`src/sv/cau_pkg.sv`:
```
package cau_pkg;

   // Command codes as they arrive on the request port.
   localparam logic [2:0] CMD_SUB   = 3'd0;
   localparam logic [2:0] CMD_MUL   = 3'd1;
   localparam logic [2:0] CMD_DIV   = 3'd2;
   localparam logic [2:0] CMD_POLAR = 3'd3;
   localparam logic [2:0] CMD_NE    = 3'd4;

   localparam logic [1:0] STATUS_OK       = 2'd0;
   localparam logic [1:0] STATUS_DIV_ZERO = 2'd1;
   localparam logic [1:0] STATUS_SAT      = 2'd2;

   typedef enum logic [2:0] {
      OP_SUB   = 3'd0,
      OP_MUL   = 3'd1,
      OP_DIV   = 3'd2,
      OP_POLAR = 3'd3,
      OP_NE    = 3'd4,
      OP_NONE  = 3'd5
   } op_type;

   typedef struct packed {
      op_type op;
      logic   differs;
      logic   dz;
   } ctl_type;

   typedef struct packed {
      logic [31:0] q;
      logic        sat;
   } q16_type;

   // Quotient bits, root bits and the number of shared iteration stages.
   localparam int DIV_QBITS = 33;
   localparam int SQRT_BITS = 31;
   localparam int NSTEP     = 33;

   localparam logic signed [31:0] HALF_PI_Q16 = 32'sd102944;

   // atan(2^-i) in Q16.16.
   localparam logic signed [31:0] ATAN_TAB [32] = '{
      32'sd51472, 32'sd30386, 32'sd16055, 32'sd8150, 32'sd4091, 32'sd2047, 32'sd1024, 32'sd512,
      32'sd256, 32'sd128, 32'sd64, 32'sd32, 32'sd16, 32'sd8, 32'sd4, 32'sd2,
      32'sd1, 32'sd0, 32'sd0, 32'sd0, 32'sd0, 32'sd0, 32'sd0, 32'sd0,
      32'sd0, 32'sd0, 32'sd0, 32'sd0, 32'sd0, 32'sd0, 32'sd0, 32'sd0
   };

   // Brings a signed value with frac fraction bits to Q16.16, truncating toward
   // zero and saturating to the 32-bit range.
   function automatic q16_type scale_q16(input logic signed [95:0] v, input int unsigned frac);
      logic signed [95:0] t;
      logic signed [95:0] bias;
      q16_type r;
      if (frac < 16) begin
         t = v <<< (16 - frac);
      end else begin
         bias = v[95] ? ((96'sd1 <<< (frac - 16)) - 96'sd1) : 96'sd0;
         t = (v + bias) >>> (frac - 16);
      end
      if (t > 96'sd2147483647) begin
         r.q = 32'h7FFF_FFFF;
         r.sat = 1'b1;
      end else if (t < -96'sd2147483648) begin
         r.q = 32'h8000_0000;
         r.sat = 1'b1;
      end else begin
         r.q = t[31:0];
         r.sat = 1'b0;
      end
      return r;
   endfunction

endpackage

```
`src/sv/cau_front.sv`:
```
module cau_front #(
   parameter int IN_WIDTH = 16
) (
   input  logic                       clock,
   input  logic                       reset,
   input  logic                       start,
   output logic                       busy,
   input  logic [2:0]                 req_cmd,
   input  logic signed [IN_WIDTH-1:0] req_a_re,
   input  logic signed [IN_WIDTH-1:0] req_a_im,
   input  logic signed [IN_WIDTH-1:0] req_b_re,
   input  logic signed [IN_WIDTH-1:0] req_b_im,
   input  logic                       q_full,
   output logic                       push,
   output cau_pkg::ctl_type           push_ctl,
   output logic [4*IN_WIDTH-1:0]      push_opnd
);
   import cau_pkg::*;

   logic                  vld_ff, vld_in;
   ctl_type               ctl_ff, ctl_in;
   ctl_type               dec;
   logic [4*IN_WIDTH-1:0] opnd_ff, opnd_in;
   logic                  accept;

   assign busy   = vld_ff && q_full;
   assign push   = vld_ff && !q_full;
   assign accept = start && !busy;

   always_comb begin
      unique case (req_cmd)
         CMD_SUB:   dec.op = OP_SUB;
         CMD_MUL:   dec.op = OP_MUL;
         CMD_DIV:   dec.op = OP_DIV;
         CMD_POLAR: dec.op = OP_POLAR;
         CMD_NE:    dec.op = OP_NE;
         default:   dec.op = OP_NONE;
      endcase
      dec.differs = (req_a_re != req_b_re) || (req_a_im != req_b_im);
      dec.dz      = (req_b_re == '0) && (req_b_im == '0);
   end

   assign vld_in  = accept ? 1'b1 : (push ? 1'b0 : vld_ff);
   assign ctl_in  = accept ? dec : ctl_ff;
   assign opnd_in = accept ? {req_a_re, req_a_im, req_b_re, req_b_im} : opnd_ff;

   always_ff @(posedge clock) begin
      if (reset) begin
         vld_ff <= 1'b0;
      end else begin
         vld_ff <= vld_in;
      end
   end

   always_ff @(posedge clock) begin
      ctl_ff  <= ctl_in;
      opnd_ff <= opnd_in;
   end

   assign push_ctl  = ctl_ff;
   assign push_opnd = opnd_ff;

endmodule

```
`config.mk`:
```
export PLATFORM = sky130hd
export DESIGN_NAME = cau_front
export DESIGN_NICKNAME = d
export VERILOG_FILES = /design/src/sv/cau_pkg.sv /design/src/sv/cau_front.sv
export SDC_FILE = /design/constraint.sdc
export NUM_CORES = 1
export LEC_CHECK = 0
export ABC_AREA = 0
export BUFFER_PORTS_ARGS = -buffer_cell sky130_fd_sc_hd__buf_2
export CORE_UTILIZATION = 40
export DETAILED_ROUTE_END_ITERATION = 7
export PLACE_DENSITY = 0.73
export SETUP_SLACK_MARGIN = 0.2
export SYNTH_ARGS = -nofsm -noshare
export SYNTH_HDL_FRONTEND = slang
export SYNTH_SLANG_ARGS = --single-unit
```
`constraint.sdc`:
```
create_clock -name clock -period 8.3 [get_ports clock]
set_clock_uncertainty 0.15 [all_clocks]
set_input_delay 1.66 -clock clock [delete_from_list [all_inputs] [get_ports clock]]
set_output_delay 1.66 -clock clock [all_outputs]
set_load 0.1 [all_outputs]
```
==> run metrics, run 1 <==
Top delay family on crit path=buffers and inverters; Post-route DRC=0; fmax=between 200 and 250 MHz; 1st-iter DRT viols=a little over 40; crit share post-route=0.508; min-delay worst type=register to register; PwrDens=approximately 250 mW/mm^2; Synth Warn #=0; Die Ht=roughly 82 microns; WL met2=between 3 and 4 mm; die area=0.00670 sq mm; Arr. time, crit path=between 2 and 2.5 ns; number of H-tree levels=3; row count=28; Slew Viols, Final=0; register area share after synthesis=0.821; Skew-Pair Late Insertion Delay=~0.33 ns; Chip Width=just over 80 microns; CP Data Required Time=roughly 6.5 ns; Clock Tree Root=clkbuf_8; worst IR drop on VDD=around 140 uV; vias per inst=approximately 4.7; Yosys reg bits=70; clk buf depth=2; slowest stage delay, CP=roughly 0.46 ns; worst-path cell chain=buf_2 > and2_1 > buf_2; crit-path most repeated cell=buf_2; post-route ant nets=0; worst-margin pin slew=0.860 ns; Sw Ratio=0.343; CTS Buf Count=9; gp weighted congestion=~0.77; NumNets Final=355; Leak=roughly 1.4 nW; Max Cap Viol=0; Yosys cell types=11; Max-slew headroom=0.426; Sequential Power Share=0.471; uppermost layer routed=met4; Tot GR Track Use=0.193; Worst path slowest cell=buf_2; Top-Level Pins=~140; IO Port Bufs=between 100 and 150; Crit Path Class=input port to output pin; Comb power frac=0.245; met1 wire length=between 2 and 2.5 mm; total negative slack=0 ns; largest net degree at the start of global routing=70; CTS clk-pin slew, worst paths=0.07 ns; final hold vios=0; GRT overflow=0; Clock power frac=0.285; Final setup viols=0; routed length per instance=16.7 microns; post-CTS resize count=0; Crit. End Element=output pin; CTS sink count=70; Final HPWL DP=approximately 4.7 mm; TritonCTS clock tree=done; hold buffers post-CTS=0; RSZ-0062 raised after global routing=false; antenna violations before repair=0; Worst Path Buf+Inv=2; first-pass GRT wire length=between 8 and 9 mm; dpl cells=between 300 and 400; CP startpoint kind=input port; crit path time final=between 4 and 5 ns; Synth Cell Area=about 0.0025 sq mm; Initial Utilization=0.423; most common cell after layout, fill and taps aside=buf_2; core area=between 0.006 and 0.007 sq mm; Synthesized Nets=203; CP max FO=3; # Post-CTS Setup Buffers=0; outcome=finished clean; Pre-Repair DR Iteration Count=4; Ant. Diodes=0; P_int=between 500 and 600 uW; vias in the first global route=~1700; vias=about 1700; final WL=~6.1 mm; most frequent cells in the layout=buf_2, edfxtp_1, xnor2_1; synth-to-layout area growth=38.9%; Finished Layout Cells=roughly 360; Mean Syn Cell Area=between 15 and 20 sq um; Met3 Wirelength=about 550 microns; NetSw=304 uW; Cells after Synth=132; fraction of layout cells with a size suffix above 1=0.540
-- synthesized netlist by cell type --
master	count	share of area
a21o_1	1	0.0029
and2_1	1	0.0025
clkbuf_1	1	0.0015
dfxtp_1	1	0.0079
edfxtp_1	69	0.81
nand2_1	1	0.0015
nand4_1	10	0.025
nor2_1	3	0.0044
nor2b_1	3	0.0074
nor4_1	10	0.025
xnor2_1	32	0.11
-- path summary, 6_finish.rpt --
check,start,cells after the start,slack [ns],endpoint
worst max-delay path,q_full,3,4.08,busy
worst min-delay path,vld_ff,3,0.53,vld_ff
worst max register to register,vld_ff,3,6.46,push_opnd[7]
worst min register to register,vld_ff,3,0.53,vld_ff
-- flip-flops by register name (all words and copies together) (netlist names) --
| name | count |
|---|---|
| push_ctl | 5 |
| push_opnd | 64 |
| vld_ff | 1 |
-- cell families after synthesis --
| family | Yosys count | share of synthesized area |
|---|---|---|
| compound gates | 1 | 0.00295 |
| flops | 70 | 0.821 |
| simple gates | 28 | 0.0648 |
| xor+xnor | 32 | 0.110 |
| buf+inv | 1 | 0.00147 |
-- metrics by stage --
step	setup slack, ns	utilization	hold WS, ns	total power, mW	area [sq um]
2_1_floorplan	2.28	-	0.896	0.594	2550
3_3_place_gp	4.10	0.558	0.492	0.641	3360
3_5_place_dp	4.08	0.558	0.519	0.643	3360
4_1_cts	4.08	0.588	0.532	0.892	3540
5_1_grt	4.06	0.588	0.546	0.915	3540
6_report	4.08	0.588	0.525	0.887	3540
-- worst min-delay path, cell delays in order (launching register included) --
cell,delay (ns)
dfxtp_1,0.31
and2_1,0.18
nor2_1,0.10
nor2_1,0.04
-- cell type report --
| class | count | area, sq um |
|---|---|---|
| fill | 527 | 2480 |
| sequential | 70 | 2090 |
| timing repair buffer | 142 | 713 |
| multi-input combinational | 61 | 460 |
| clock buffer | 15 | 176 |
| tap | 75 | 93.8 |
| clock inverter | 1 | 5.00 |
-- routing by layer --
| layer | vias up | GRT usage |
|---|---|---|
| met1 | 801 | 0.216 |
| li1 | 819 | - |
| met2 | 84 | 0.315 |
| met3 | 15 | 0.0878 |
| met5 | - | 0 |
| met4 | 0 | 0.0877 |
-- power by group through the flow --
stage	Combinational [mW]	Sequential (mW)	Clock (mW)
4_1_cts	0.218	0.418	0.256
5_1_grt	0.224	0.419	0.272
3_3_place_gp	0.217	0.425	0
6_report	0.217	0.418	0.253
3_5_place_dp	0.218	0.425	0
2_1_floorplan	0.0262	0.568	0
Power figures use the tool's default switching activity.
==> inputs of run 2 (changes only) <==
Settings changed: ABC_AREA 0 to 1, PLACE_DENSITY 0.73 to 0.75.
Clock period 8.3 ns to 3.8 ns, I/O delays scaled along.
==> run 2 against run 1 <==
Effect of this change: the flow now finishes with violations (design-rule violations); flip-flop and latch count unchanged; total power is 130% higher; first-iteration DRC count is 49% higher; clock-buffer cell count down 6; critical path depth up 1; hold slack worse by 0.16 ns; critical path type unchanged; largest cell class unchanged; highest routed layer unchanged.
==> run metrics, run 2 <==
outcome=complete, but fails checks (was finished clean); failing checks=design-rule violations; Final HPWL DP=4.28 mm (was 4.73 mm); # Post-CTS Setup Buffers=0 (unchanged); TritonCTS clock tree=done (unchanged); Ant. Diodes=0 (unchanged); compound-cell area share of the yosys netlist=0.00465 (was 0.00295); crit share post-route=0.636; clk buf depth=2 (unchanged); Tot GR Track Use=0.163 (was 0.193); worst-margin pin slew=0.883 ns (was 0.860 ns); worst-path cell chain=buf_2 > nand2_1 > inv_1 > buf_2 (was buf_2 > and2_1 > buf_2); crit-path most repeated cell=buf_2 (unchanged); count leader, synth=edfxtp_1 (unchanged); FFs w/ async S/R, synth=0 (unchanged); number of flip-flops in the largest register=64 (unchanged); PwrDens=548 mW/mm^2 (was 251 mW/mm^2); row count=29 (was 28); Post-synth top cells=edfxtp_1, nand2_1, xnor2_1 (was edfxtp_1, xnor2_1, nand4_1, nor4_1); Mean Syn Cell Area=14.2 sq um (was 19.3 sq um); post-CTS resize count=0 (unchanged); Chip Width=84.0 microns (was 81.8 microns); Die Ht=84.0 microns (was 81.8 microns); Place WS=1.24 ns (was 4.08 ns); Crit. End Element=output pin (unchanged); routed length per instance=13.0 microns (was 16.7 microns); number of H-tree levels=3 (unchanged); crit path time final=approximately 2.4 ns; EDFF count, synth=69 (unchanged); fmax=approximately 410 MHz; DP Area=0.00352 sq mm (was 0.00336 sq mm); Clock Tree Root=clkbuf_8 (unchanged); antenna violations before repair=0 (unchanged); Synth Cell Area=0.00269 sq mm (was 0.00255 sq mm); die area=0.00706 sq mm (was 0.00670 sq mm); most common cell after layout, fill and taps aside=buf_2 (unchanged); Worst path slowest cell=buf_2 (unchanged); hold buffers post-CTS=0 (unchanged); vias=1923 (was 1719); IO Port Bufs=141 (unchanged); CTS sink count=70 (unchanged); total negative slack=0 ns (unchanged); Synth Warn #=0 (unchanged); core area=0.00642 sq mm (was 0.00603 sq mm); slowest stage delay, CP=0.45 ns (was 0.46 ns); RSZ-0062 raised after global routing=false (unchanged); Finished Cell Area=0.00374 sq mm (was 0.00354 sq mm); post-synthesis xor/xnor area fraction=0.0847 (was 0.110); Yosys reg bits=70 (unchanged); largest net degree at the start of global routing=40 (was 70); min-delay worst type=register to register (unchanged); Initial Utilization=0.419 (was 0.423); Synth Area in Simple Gates=0.108 (was 0.0648); Max Cap Viol=0 (unchanged); post-synth top area share=0.770 (was 0.813); CTS Buf Count=9 (unchanged); adder-cell share of the synthesized area=0 (unchanged); final hold vios=0 (unchanged); Slew Viols, Final=0 (unchanged); CP max FO=2 (was 3); worst IR drop on VDD=383 uV (was 136 uV); Max-slew headroom=0.410 (was 0.426); fraction of layout cells with a size suffix above 1=0.460 (was 0.540); CTS clk-pin slew, worst paths=0.08 ns (was 0.07 ns); Cells after Synth=189 (was 132); vias in the first global route=1902 (was 1732); Post-route DRC=14 (was 0); area of the multi-input gates=538 sq um (was 460 sq um); 1st-iter DRT viols=61 (was 41); post-synth top area cell=edfxtp_1 (unchanged); CP startpoint kind=input port (unchanged); synth-to-layout area growth=38.9% (about the same); post-route ant nets=0 (unchanged); first-pass GRT wire length=8.69 mm (was 8.88 mm); Finished Layout Cells=423 (was 364); final WL=5.50 mm (was 6.08 mm); main combinational cell family by area after synthesis=simple AND/OR/NAND/NOR gates (was XOR/XNOR gates); most frequent cells in the layout=buf_2, edfxtp_1, nand2_1 (was buf_2, edfxtp_1, xnor2_1); register area share after synthesis=0.778 (was 0.821); Final setup viols=0 (unchanged); Leak=1.63 nW (was 1.43 nW); gp weighted congestion=0.760 (was 0.775); CP Data Required Time=2.89 ns (was 6.49 ns); synth top area cells=edfxtp_1, xnor2_1, nand2_1, nor2_1, inv_1 (was edfxtp_1, xnor2_1, nand4_1, nor4_1, dfxtp_1); dpl cells=407 (was 348); vias per inst=4.55 (was 4.72); fill cell count=563 (was 527); Crit Path Class=input port to output pin (unchanged); ys flop type=edfxtp_1 (unchanged); setup ws final=1.38 ns (was 4.08 ns); NumNets Final=412 (was 355); Yosys cell types=12 (was 11); post-synthesis mux area share=0 (unchanged); Skew-Pair Late Insertion Delay=0.33 ns (about the same); Pre-Repair DR Iteration Count=6 (was 4); Synthesized Nets=260 (was 203); Arr. time, crit path=1.51 ns (was 2.41 ns); Reg area=0.00209 sq mm (unchanged); GRT overflow=0 (unchanged); Top-Level Pins=142 (unchanged)
[run 2: power breakdown]
part	internal (mW)	total [mW]	switching (mW)
sequential	0.901	0.911	0.0100
clock	0.371	0.656	0.285
combinational	0.0845	0.482	0.397
[run 2: cell type report]
cell class,count,share of cell area
flip-flops and latches,70,0.560
inverters,17,0.0171
multi-input cells,101,0.144
clock buffers,9,0.0331
well taps,77,0.0258
clock inverters,7,0.0261
repair buffers,142,0.194
[run 2: critical path, delay by kind of cell]
family	cells	cell delay (ns)
buf+inv	3	0.66
simple gates	1	0.08
[run 2: routing by layer]
metal | GRT usage | part of all wire | vias to the layer above
met5 | 0 | 0 | -
li1 | - | - | 945
met1 | 0.189 | 0.40 | 886
met2 | 0.273 | 0.51 | 80
met4 | 0.0878 | 0.022 | 0
met3 | 0.0495 | 0.070 | 12
[run 2: cells by family after synthesis]
logic type / count (synthesis)
buf+inv: 18
simple gates: 73
xor+xnor: 26
flops: 70
compound gates: 2
[run 2: metrics by stage]
| stage | power (mW) | util | hold slack, ns |
|---|---|---|---|
| after detailed placement | 1.41 | 0.547 | 0.352 |
| after global placement | 1.41 | 0.547 | 0.308 |
| final | 2.05 | 0.582 | 0.370 |
| after CTS | 2.07 | 0.582 | 0.363 |
| after floorplan | 1.31 | - | 0.298 |
| after global routing | 2.12 | 0.582 | 0.388 |
[run 2: final timing paths]
kind              depth (start not counted)             to  slack [ns]    from
hold reg to reg                           2         vld_ff        0.37  vld_ff
setup / recovery                          4           busy        1.38  q_full
setup reg to reg                          4  push_opnd[40]        1.82  vld_ff
hold / removal                            2         vld_ff        0.37  vld_ff
