## config.mk

```make
export PLATFORM = sky130hd
export DESIGN_NAME = cau_queue
export DESIGN_NICKNAME = d
export VERILOG_FILES = /design/src/sv/cau_queue.sv
export SDC_FILE = /design/constraint.sdc
export NUM_CORES = 1
export LEC_CHECK = 0
export BUFFER_PORTS_ARGS = -buffer_cell sky130_fd_sc_hd__buf_2
export CAP_MARGIN = 20
export CORE_UTILIZATION = 53
export DETAILED_ROUTE_END_ITERATION = 16
export GPL_TIMING_DRIVEN = 0
export PLACE_DENSITY = 0.8
export SETUP_SLACK_MARGIN = 0.5
export SLEW_MARGIN = 20
export SYNTH_ARGS = -nofsm -noshare
export SYNTH_HDL_FRONTEND = slang
export SYNTH_SLANG_ARGS = --single-unit
```

## constraint.sdc

```tcl
create_clock -name clock -period 1.6 [get_ports clock]
set_input_delay 0.4 -clock clock [delete_from_list [all_inputs] [get_ports clock]]
set_output_delay 0.4 -clock clock [all_outputs]
set_load 0.01 [all_outputs]
```

## src/sv/cau_queue.sv

```systemverilog
module cau_queue #(
   parameter int WIDTH = 8
) (
   input  logic             clock,
   input  logic             reset,
   input  logic             push,
   input  logic [WIDTH-1:0] push_data,
   output logic             full,
   output logic             pop_valid,
   output logic [WIDTH-1:0] pop_data
);
   localparam int DEPTH = 2;
   localparam int AW    = $clog2(DEPTH);

   logic [WIDTH-1:0] mem_ff [DEPTH];
   logic [AW-1:0]    wr_ptr_ff, wr_ptr_in, rd_ptr_ff, rd_ptr_in;
   logic [AW:0]      cnt_ff, cnt_in;
   logic             pop;

   // The back end never stalls, so an item leaves as soon as it is here.
   assign pop       = (cnt_ff != '0);
   assign full      = (cnt_ff == (AW+1)'(DEPTH));
   assign pop_valid = pop;
   assign pop_data  = mem_ff[rd_ptr_ff];

   assign wr_ptr_in = push ? wr_ptr_ff + 1'b1 : wr_ptr_ff;
   assign rd_ptr_in = pop ? rd_ptr_ff + 1'b1 : rd_ptr_ff;
   assign cnt_in    = cnt_ff + (AW+1)'(push) - (AW+1)'(pop);

   always_ff @(posedge clock) begin
      if (reset) begin
         wr_ptr_ff <= '0;
         rd_ptr_ff <= '0;
         cnt_ff    <= '0;
      end else begin
         wr_ptr_ff <= wr_ptr_in;
         rd_ptr_ff <= rd_ptr_in;
         cnt_ff    <= cnt_in;
      end
   end

   always_ff @(posedge clock) begin
      if (push) begin
         mem_ff[wr_ptr_ff] <= push_data;
      end
   end

endmodule

```

==> qor.yml, run 1 <==
placement:
  io_buffer_count: 20
  dp_cells: 81
  gp_congestion: 0.600
  dpl_cell_area_sq_um: 943
power:
  p_sw_share_pct: 22.3
  ir_drop_mv: 0.754
  p_switching_uw: 234
  sequentialPowerShare_pct: 60.5
  power.leakage_uw: 0.000461
  clkPwrFrac_pct: 23.6
  combPwrFrac_pct: 15.9
  p_per_area_mw_per_mm2: 920
  internal-power_uw: 813
clocking:
  cts_buffer_depth: 2
  clkTransAtPathRegs_ps: 110
  h-tree-depth: 1
  cts_buffers: 3
  cts_tree: "done"
  insertion_delay_ps: 290
  cts-root-buf: "clkbuf_4"
  cts.sinks: 21
job:
  cap_viol_max_count: 0
sta:
  setup_ws_ps: -30.8
  relSlewSlack_pct: 79.0
  fin_worst_skew_ps: 4.47
  tightest_slew_ps: 314
  period_share_pct: 102
  slew_viol_final: 0
  fin_crit_ps: 1630
  setup_viol: 4
  hold_viol: 0
  rsz0062_at_grt: "true"
  fmax_ghz: 0.613
synthesis:
  netlist_area_sq_um: 821
  synth_area_leader_cell: "edfxtp_1"
  synth_edf_count: 16
  synth_top_area_share_pct: 58.5
  synth_most_common_cell: "edfxtp_1"
  yosys_warnings: 0
  syn_area_per_cell_sq_um: 17.8
  ys_ff_latch: 21
  syn-num-nets: 58
  netlist_top_cells_area: "edfxtp_1 59%, mux2_4 15%, dfxtp_1 12%"
  synthCells: 46
  synth-async-reset-ratio_pct: 0
  ys_top_cells_by_count: "16 x edfxtp_1, 8 x mux2_4, 5 x dfxtp_1"
  ys_seq_area_share_pct: 70.7
  synth.distinct_cells: 16
  synth-main-ff-cell: "edfxtp_1"
outcome:
  violations: "setup timing"
  status: "complete, but fails checks"
route:
  viasPerCell: 5.49
  vias: 494
  drtPass1Iterations: 4
  wl_per_cell_um: 17.8
  routed_wl_um: 1600
  drc: 0
  ant_nets: 0
  drtIter0Drc: 13
global_routing:
  grt_remaining_overflow: 0
  antenna_found_initial: 0
  grt_start_max_net_pins: 12
  grt_pass1_vias: 485
  grt_pass1_wl_um: 1960
  track_usage_pct: 19.0
worst_setup_path:
  worstSetupEndpointType: "output pin"
  crit_arrival_ps: 1230
  cp.required_ps: 1200
  critPathLaunchType: "register"
  crit_type: "register to output pin"
  path_max_fanout: 8
die:
  die_area_sq_mm: 0.00171
  core_area_sq_mm: 0.00137
  rows: 13
  io_pins: 21
  die_h_um: 41.4
  die_x_um: 41.4
  initial_core_util_pct: 60.1
cells_and_area:
  num_antenna_cells: 0
  layout.nets: 88
  syn_to_final_growth_pct: 38.6
  final_cells: 90
  drive_above_1_share_pct: 66.7
  fillers: 72
  final_area_sq_mm: 0.00114
min_path:
  hp-class: "input port to register"
worst max-delay path, stage by stage, from the launching register on:
cell and delay [ps]:
dfxtp_2 350, buf_8 140, mux2_4 320, buf_6 130
cell type report:
cell class	count	area, sq um	share of cell area [%]
plain buffers	1	15.0	1.32
clock buffers	4	26.3	2.31
multi-input cells	24	279	24.5
flip-flops and latches	21	589	51.8
well taps	15	18.8	1.65
repair buffers	25	209	18.4
layout by cell type (no fill, tap or decap), types with 2 or more instances in the layout:
cell type	count
edfxtp_1	16
clkbuf_4	3
dfxtp_1	2
mux2_4	8
dfxtp_4	2
buf_6	13
buf_2	11
nor2b_4	2
nor3_2	3
power groups by stage:
| stage | Combinational [uW] | Clock (uW) | Sequential (uW) |
|---|---|---|---|
| after detailed placement | 116 | 0 | 647 |
| final | 166 | 247 | 633 |
| after global routing | 176 | 268 | 636 |
| after global placement | 114 | 0 | 644 |
| after CTS | 152 | 239 | 631 |
| after floorplan | 75.4 | 0 | 643 |
routing by layer:
metal | part of all wire (%) | vias up | global-route usage (%) | routed length [um]
li1 | - | 229 | - | -
met1 | 42 | 244 | 18.9 | 679
met2 | 54 | 21 | 35.2 | 866
met3 | 3.6 | 0 | 4.79 | 57
met4 | 0 | 0 | 11.3 | 0
met5 | 0 | - | 0 | 0
cells by family (layout without fill, tap and decap cells):
logic type	count (synthesis)	in the layout	share of synthesized area [%]
buf+inv	1	30	1.37
compound gates	3	3	2.74
fa+ha+maj	1	1	1.52
simple gates	11	11	7.93
xor+xnor	1	1	1.07
mux	8	8	14.6
flops	21	21	70.7
path summary, 6_finish.rpt:
check                    startpoint                     end  slack, ps  cells past startpoint
max reg2reg    cnt_ff[1]$_SDFF_PP0_    cnt_ff[1]$_SDFF_PP0_        330                      6
max                        register             pop_data[7]        -30                      3
min reg2reg  wr_ptr_ff$_SDFFE_PP0P_  wr_ptr_ff$_SDFFE_PP0P_        610                      2
min                    push_data[7]  mem_ff[1][7]$_DFFE_PP_        280                      1
per-stage QoR:
step / setup slack [ps] / power (uW) / utilization [%] / TNS (ps) / hold WS, ps
2_1_floorplan: 448 / 718 / - / 0 / 469
3_3_place_gp: 309 / 758 / 69.0 / 0 / 525
3_5_place_dp: 309 / 763 / 69.0 / 0 / 542
4_1_cts: -6.21 / 1020 / 80.1 / -21.6 / 289
5_1_grt: -64.1 / 1080 / 83.2 / -411 / 273
6_report: -30.8 / 1050 / 83.2 / -53.5 / 283
sequential cells by signal, summed over array words and instances (netlist names), named ones only:
name	cells
rd_ptr_ff	1
mem_ff	16
wr_ptr_ff	1
cnt_ff	2
timing repair:
action                     in CTS  in global routing
setup buffers                   4                  1
pin swaps                       1                  0
gates resized for setup        21                  8
hold buffers                    0                  0
setup endpoints to repair      20                 22
Note: power is estimated with default switching activity, not from simulation.
==> inputs of run 2 (changes only) <==
- CORE_MARGIN: not set -> 4
==> run 2 against run 1 <==
  * The flow still finishes with violations (setup timing)
  * Critical endpoint is now pop_data[0]
  * Cell count unchanged
  * Die area up 31%
  * Clock power hardly changed
  * Utilization is 0.56 points higher
==> qor.yml, run 2 (synthesized netlist as in run 1, its figures left out) <==
outcome:
  status: "complete, but fails checks"
  violations: "setup timing"
cells_and_area:
  final_cell_mix: "16 x edfxtp_1, 14 x buf_6, 10 x buf_2"
  final_cells: 90  # unchanged
  regArea_sq_um: 589  # unchanged
  num_antenna_cells: 0  # unchanged
  multi_input_area_sq_um: 294  # +5.4%
  layout.nets: 88  # unchanged
  reg_top3: "mem_ff x16, cnt_ff x2"
  drive_above_1_share_pct: 66.7  # unchanged
  largest_reg_flops: 16  # unchanged
  regMostFlops: "mem_ff"
  final_area_sq_mm: 0.00116  # +1.9%
  syn_to_final_growth_pct: 41.2
  final_common_cell: "edfxtp_1"
  finish.utilization_pct: 83.8  # +0.56 points
  fillers: 69  # -4.2%
clocking:
  clkTransAtPathRegs_ps: 110  # about the same
  cts.sinks: 21  # unchanged
  h-tree-depth: 1  # unchanged
  cts_tree: "done"
  postCtsHoldBufs: 0  # unchanged
  cts_buffer_depth: 2  # unchanged
  cts_buffers: 3  # unchanged
  insertion_delay_ps: 300  # about the same
  cts-root-buf: "clkbuf_4"
global_routing:
  grt_pass1_wl_um: 2210  # +13%
  grt_pass1_vias: 474  # -2.3%
  antenna_found_initial: 0  # unchanged
  grt_start_max_net_pins: 12  # unchanged
  track_usage_pct: 15.7  # -3.3 points
  grt_remaining_overflow: 0  # unchanged
power:
  ir_drop_mv: 0.732  # -2.9%
  p_per_area_mw_per_mm2: 909  # -1.2%
  power.leakage_uw: 0.000466  # +0.94%
worst_setup_path:
  cp_cell_sequence: "buf_8, mux2_4, buf_6"
  worstSetupEndpointType: "output pin"
  ff2ff_setup_slack_ps: 220  # -110 ps
  critPathLaunchType: "register"
  crit_arrival_ps: 1240  # about the same
  reg2reg_to: "cnt_ff[1]$_SDFF_PP0_"
  crit_type: "register to output pin"
  path_max_fanout: 8  # unchanged
  cpMaxStageDelayCell: "dfxtp_2"
  crit_end: "pop_data[0]"
  cp.required_ps: 1200  # about the same
  r2r_start: "cnt_ff[0]$_SDFF_PP0_"
  max_stage_delay_ps: 360  # about the same
  r2r.worst_path.cells: 6  # unchanged
sta:
  relSlewSlack_pct: 83.8  # +4.8 points
  whs_ps: 278  # -5.55 ps
  tightest_slew_ps: 243  # -71.2 ps
  rsz0062_at_grt: "true"
  fmax_ghz: 0.609  # -0.64%
  fin_worst_skew_ps: 2.10  # -2.38 ps
  fin_crit_ps: 1640  # +10.4 ps
  period_share_pct: 103  # +0.65 points
  slew_viol_final: 0  # unchanged
  setup_ws_ps: -41.3  # -10.4 ps
  hold_viol: 0  # unchanged
  setup_viol: 8  # +4
die:
  initial_core_util_pct: 59.4  # -0.71 points
  die_area_sq_mm: 0.00224  # +31%
  core_area_sq_mm: 0.00138  # +1.2%
  die_h_um: 47.4  # +15%
  io_pins: 21  # unchanged
  die_x_um: 47.4  # +15%
  rows: 13  # unchanged
route:
  drtIter0Drc: 8  # -5
  drtPass1Iterations: 3  # -1
  viasPerCell: 5.38  # -2.0%
  ant_nets: 0  # unchanged
  drc: 0  # unchanged
  vias: 484  # -2.0%
  wl_per_cell_um: 16.3  # -8.2%
  routed_wl_um: 1470  # -8.2%
placement:
  post-dp-hpwl_um: 862
  io_buffer_count: 20  # unchanged
  gp_congestion: 0.604  # +0.72%
  dpl_cell_area_sq_um: 943  # unchanged
  dp_cells: 81  # unchanged
min_path:
  hp-class: "input port to register"
job:
  cap_viol_max_count: 0  # unchanged
[run 2: timing repair]
item	CTS	global route
gates resized for setup	24	8
setup buffers	4	1
endpoints found under the setup margin	20	22
pin swaps	3	3
[run 2: metal layers]
| layer | global-route usage, % | routed length [um] | up-vias |
|---|---|---|---|
| met1 | 15.8 | 522 | 225 |
| met5 | 0 | 0 | - |
| met2 | 27.5 | 793 | 21 |
| li1 | - | - | 232 |
| met3 | 4.98 | 101 | 6 |
| met4 | 9.94 | 53 | 0 |
[run 2: worst min-delay path by stage]
stage,start,cells after the start,slack (ps),end
5_1_grt,push_data[3],1,260,mem_ff[0][3]$_DFFE_PP_
6_report,push_data[6],1,280,mem_ff[0][6]$_DFFE_PP_
3_5_place_dp,rd_ptr_ff$_SDFFE_PP0P_,2,540,register
3_3_place_gp,rd_ptr_ff$_SDFFE_PP0P_,2,530,register
4_1_cts,push_data[7],1,280,mem_ff[0][7]$_DFFE_PP_
2_1_floorplan,reset,1,470,cnt_ff[1]$_SDFF_PP0_
[run 2: metrics by stage]
| stage | setup WS (ps) | power, uW | setup TNS, ps |
|---|---|---|---|
| final | -41.3 | 1050 | -284 |
| after global routing | -86.1 | 1100 | -661 |
| after CTS | -23.5 | 1040 | -119 |
| after detailed placement | 295 | 765 | 0 |
| after global placement | 308 | 759 | 0 |
| after floorplan | 448 | 718 | 0 |
[run 2: report_power, final]
group	switching, uW	internal (uW)	total (uW)	leakage, uW
clock network	152	97.2	249	0.0000150
registers	14.0	619	633	0.000193
logic	66.8	104	171	0.000258
[run 2: layout make-up]
cell class | instances | area share (%)
Tap cell | 15 | 1.62
Sequential cell | 21 | 50.9
Timing Repair Buffer | 25 | 18.6
Buffer | 1 | 1.30
Clock buffer | 4 | 2.27
Multi-Input combinational cell | 24 | 25.4
[run 2: critical path: cells and delay by family, from the launching register on]
family	cells	cell delay, ps
flops	1	360
mux	1	310
buf+inv	2	270
==> inputs of run 3 (changes only) <==
- PLACE_DENSITY: 0.8 -> 0.91
==> run 3 against run 2 <==
  * The run still ends with setup timing left
  * Utilization decreased by 1.4 points
  * Clock-buffer cell count is the same
  * Sequential share of layout area up 0.84 points
  * Total power shrank 1.2%
  * Critical path type unchanged
  * Critical endpoint is now pop_data[2]
  * Largest cell class unchanged
  * Largest power group unchanged
  * Highest routed layer unchanged
==> qor.yml, run 3 (synthesized netlist as in run 1, its figures left out) <==
outcome:
  status: "complete, but fails checks"
  violations: "setup timing"
route:
  drc: 0  # unchanged
  vias: 470  # -2.9%
  drtIter0Drc: 4  # -4
  ant_nets: 0  # unchanged
  wl_per_cell_um: 16.3  # -0.39%
  viasPerCell: 5.28  # -1.8%
  routed_wl_um: 1450  # -1.5%
  drtPass1Iterations: 2  # -1
die:
  die_area_sq_mm: 0.00224  # unchanged
  rows: 13  # unchanged
  core_area_sq_mm: 0.00138  # unchanged
  die_h_um: 47.4  # unchanged
  io_pins: 21  # unchanged
  die_x_um: 47.4  # unchanged
  initial_core_util_pct: 59.4  # unchanged
power:
  ir_drop_mv: 0.725  # -0.99%
  p_per_area_mw_per_mm2: 913  # +0.42%
  power.leakage_uw: 0.000459  # -1.4%
placement:
  dpl_worst_slack_ps: 299  # +4.09 ps
  gp_congestion: 0.641  # +6.1%
  io_buffer_count: 20  # unchanged
clocking:
  postCtsHoldBufs: 0  # unchanged
  cts_tree: "done"
  clkTransAtPathRegs_ps: 100  # about the same
  cts-root-buf: "clkbuf_4"
  cts_buffers: 3  # unchanged
  cts_buffer_depth: 2  # unchanged
  insertion_delay_ps: 290  # about the same
  cts.sinks: 21  # unchanged
  h-tree-depth: 1  # unchanged
worst_setup_path:
  worstSetupEndpointType: "output pin"
  critPathLaunchType: "register"
  cp_cell_sequence: "buf_8, mux2_4, buf_6"
  max_stage_delay_ps: 350  # about the same
  path_max_fanout: 8  # unchanged
  crit_type: "register to output pin"
  crit_arrival_ps: 1220  # -20 ps
  cpMaxStageDelayCell: "dfxtp_2"
  cp.required_ps: 1200  # about the same
sta:
  fmax_ghz: 0.618  # +1.5%
  tightest_slew_ps: 252  # +9.22 ps
  slew_viol_final: 0  # unchanged
  tns_ps: -53.4  # +231 ps
  fin_worst_skew_ps: 1.47  # -0.621 ps
  setup_ws_ps: -17.7  # +23.6 ps
  setup_viol: 8  # unchanged
  fin_crit_ps: 1620  # -23.6 ps
  rsz0062_at_grt: "true"
  period_share_pct: 101  # -1.5 points
  relSlewSlack_pct: 83.2  # -0.62 points
  hold_viol: 0  # unchanged
job:
  cap_viol_max_count: 0  # unchanged
global_routing:
  grt_start_max_net_pins: 12  # unchanged
  grt_pass1_wl_um: 2130  # -4.0%
  grt_remaining_overflow: 0  # unchanged
  track_usage_pct: 14.7  # -1.0 points
  grt_pass1_vias: 483  # +1.9%
  antenna_found_initial: 0  # unchanged
cells_and_area:
  reg_top3: "mem_ff x16, cnt_ff x2"
  largest_reg_flops: 16  # unchanged
  final_common_cell: "edfxtp_1"
  syn_to_final_growth_pct: 38.9
  num_antenna_cells: 0  # unchanged
  regMostFlops: "mem_ff"
  fillers: 62  # -10%
  layout.nets: 87  # -1.1%
  drive_above_1_share_pct: 67.6  # +0.90 points
  final_cell_mix: "16 x edfxtp_1, 12 x buf_6, 11 x buf_2"
min_path:
  hp-class: "input port to register"
==> run 3: cell count changes in the layout (fill, tap and decap cells not counted), sizes merged <==
cell	before	now
buf	26	25
==> run 3: worst max-delay path: cells and delay by family (launching register included) <==
kind | cells | cell delay (ps)
flops | 1 | 350
mux | 1 | 310
buf+inv | 2 | 260
==> run 3: worst paths after layout <==
check	start	slack, ps	endpoint	cells after the start
setup / recovery	register	-20	pop_data[2]	3
hold / removal	push_data[5]	290	mem_ff[1][5]$_DFFE_PP_	1
setup reg to reg	cnt_ff[0]$_SDFF_PP0_	250	cnt_ff[1]$_SDFF_PP0_	6
hold reg to reg	rd_ptr_ff$_SDFFE_PP0P_	620	rd_ptr_ff$_SDFFE_PP0P_	2
==> run 3: power by group <==
part / switching, uW / internal [uW] / total, uW
logic: 67.4 / 102 / 170
registers: 13.3 / 619 / 632
clock network: 142 / 96.9 / 238
total: 222 / 818 / 1040
==> run 3: per-stage QoR <==
| step | util [%] | instances | hold slack [ps] | cell area [sq um] | total power, uW |
|---|---|---|---|---|---|
| after global routing | 82.4 | 89 | 266 | 1140 | 1100 |
| after CTS | 79.3 | 89 | 279 | 1100 | 1040 |
| after global placement | 68.2 | 81 | 525 | 943 | 758 |
| final | 82.4 | 89 | 288 | 1140 | 1040 |
| after floorplan | - | 46 | 469 | 825 | 718 |
| after detailed placement | 68.2 | 81 | 549 | 943 | 765 |
==> run 3: layout make-up <==
type,count,area [sq um],share of cell area (%)
buffer,1,15.0,1.32
clock buffer,4,26.3,2.31
multi-input combinational,24,293,25.7
sequential,21,589,51.7
tap,15,18.8,1.65
timing repair buffer,24,198,17.3
==> run 3: routing by layer <==
| layer | GRT usage, % | wire length, um |
|---|---|---|
| met1 | 17.8 | 585 |
| met5 | 0 | 0 |
| met3 | 4.21 | 85 |
| met2 | 23.3 | 758 |
| met4 | 8.29 | 19 |
==> run 3: repair_timing <==
action | CTS | global route
endpoints found under the setup margin | 20 | 22
buffers inserted | 4 | 0
resized for setup | 21 | 9
pin swaps | 2 | 3
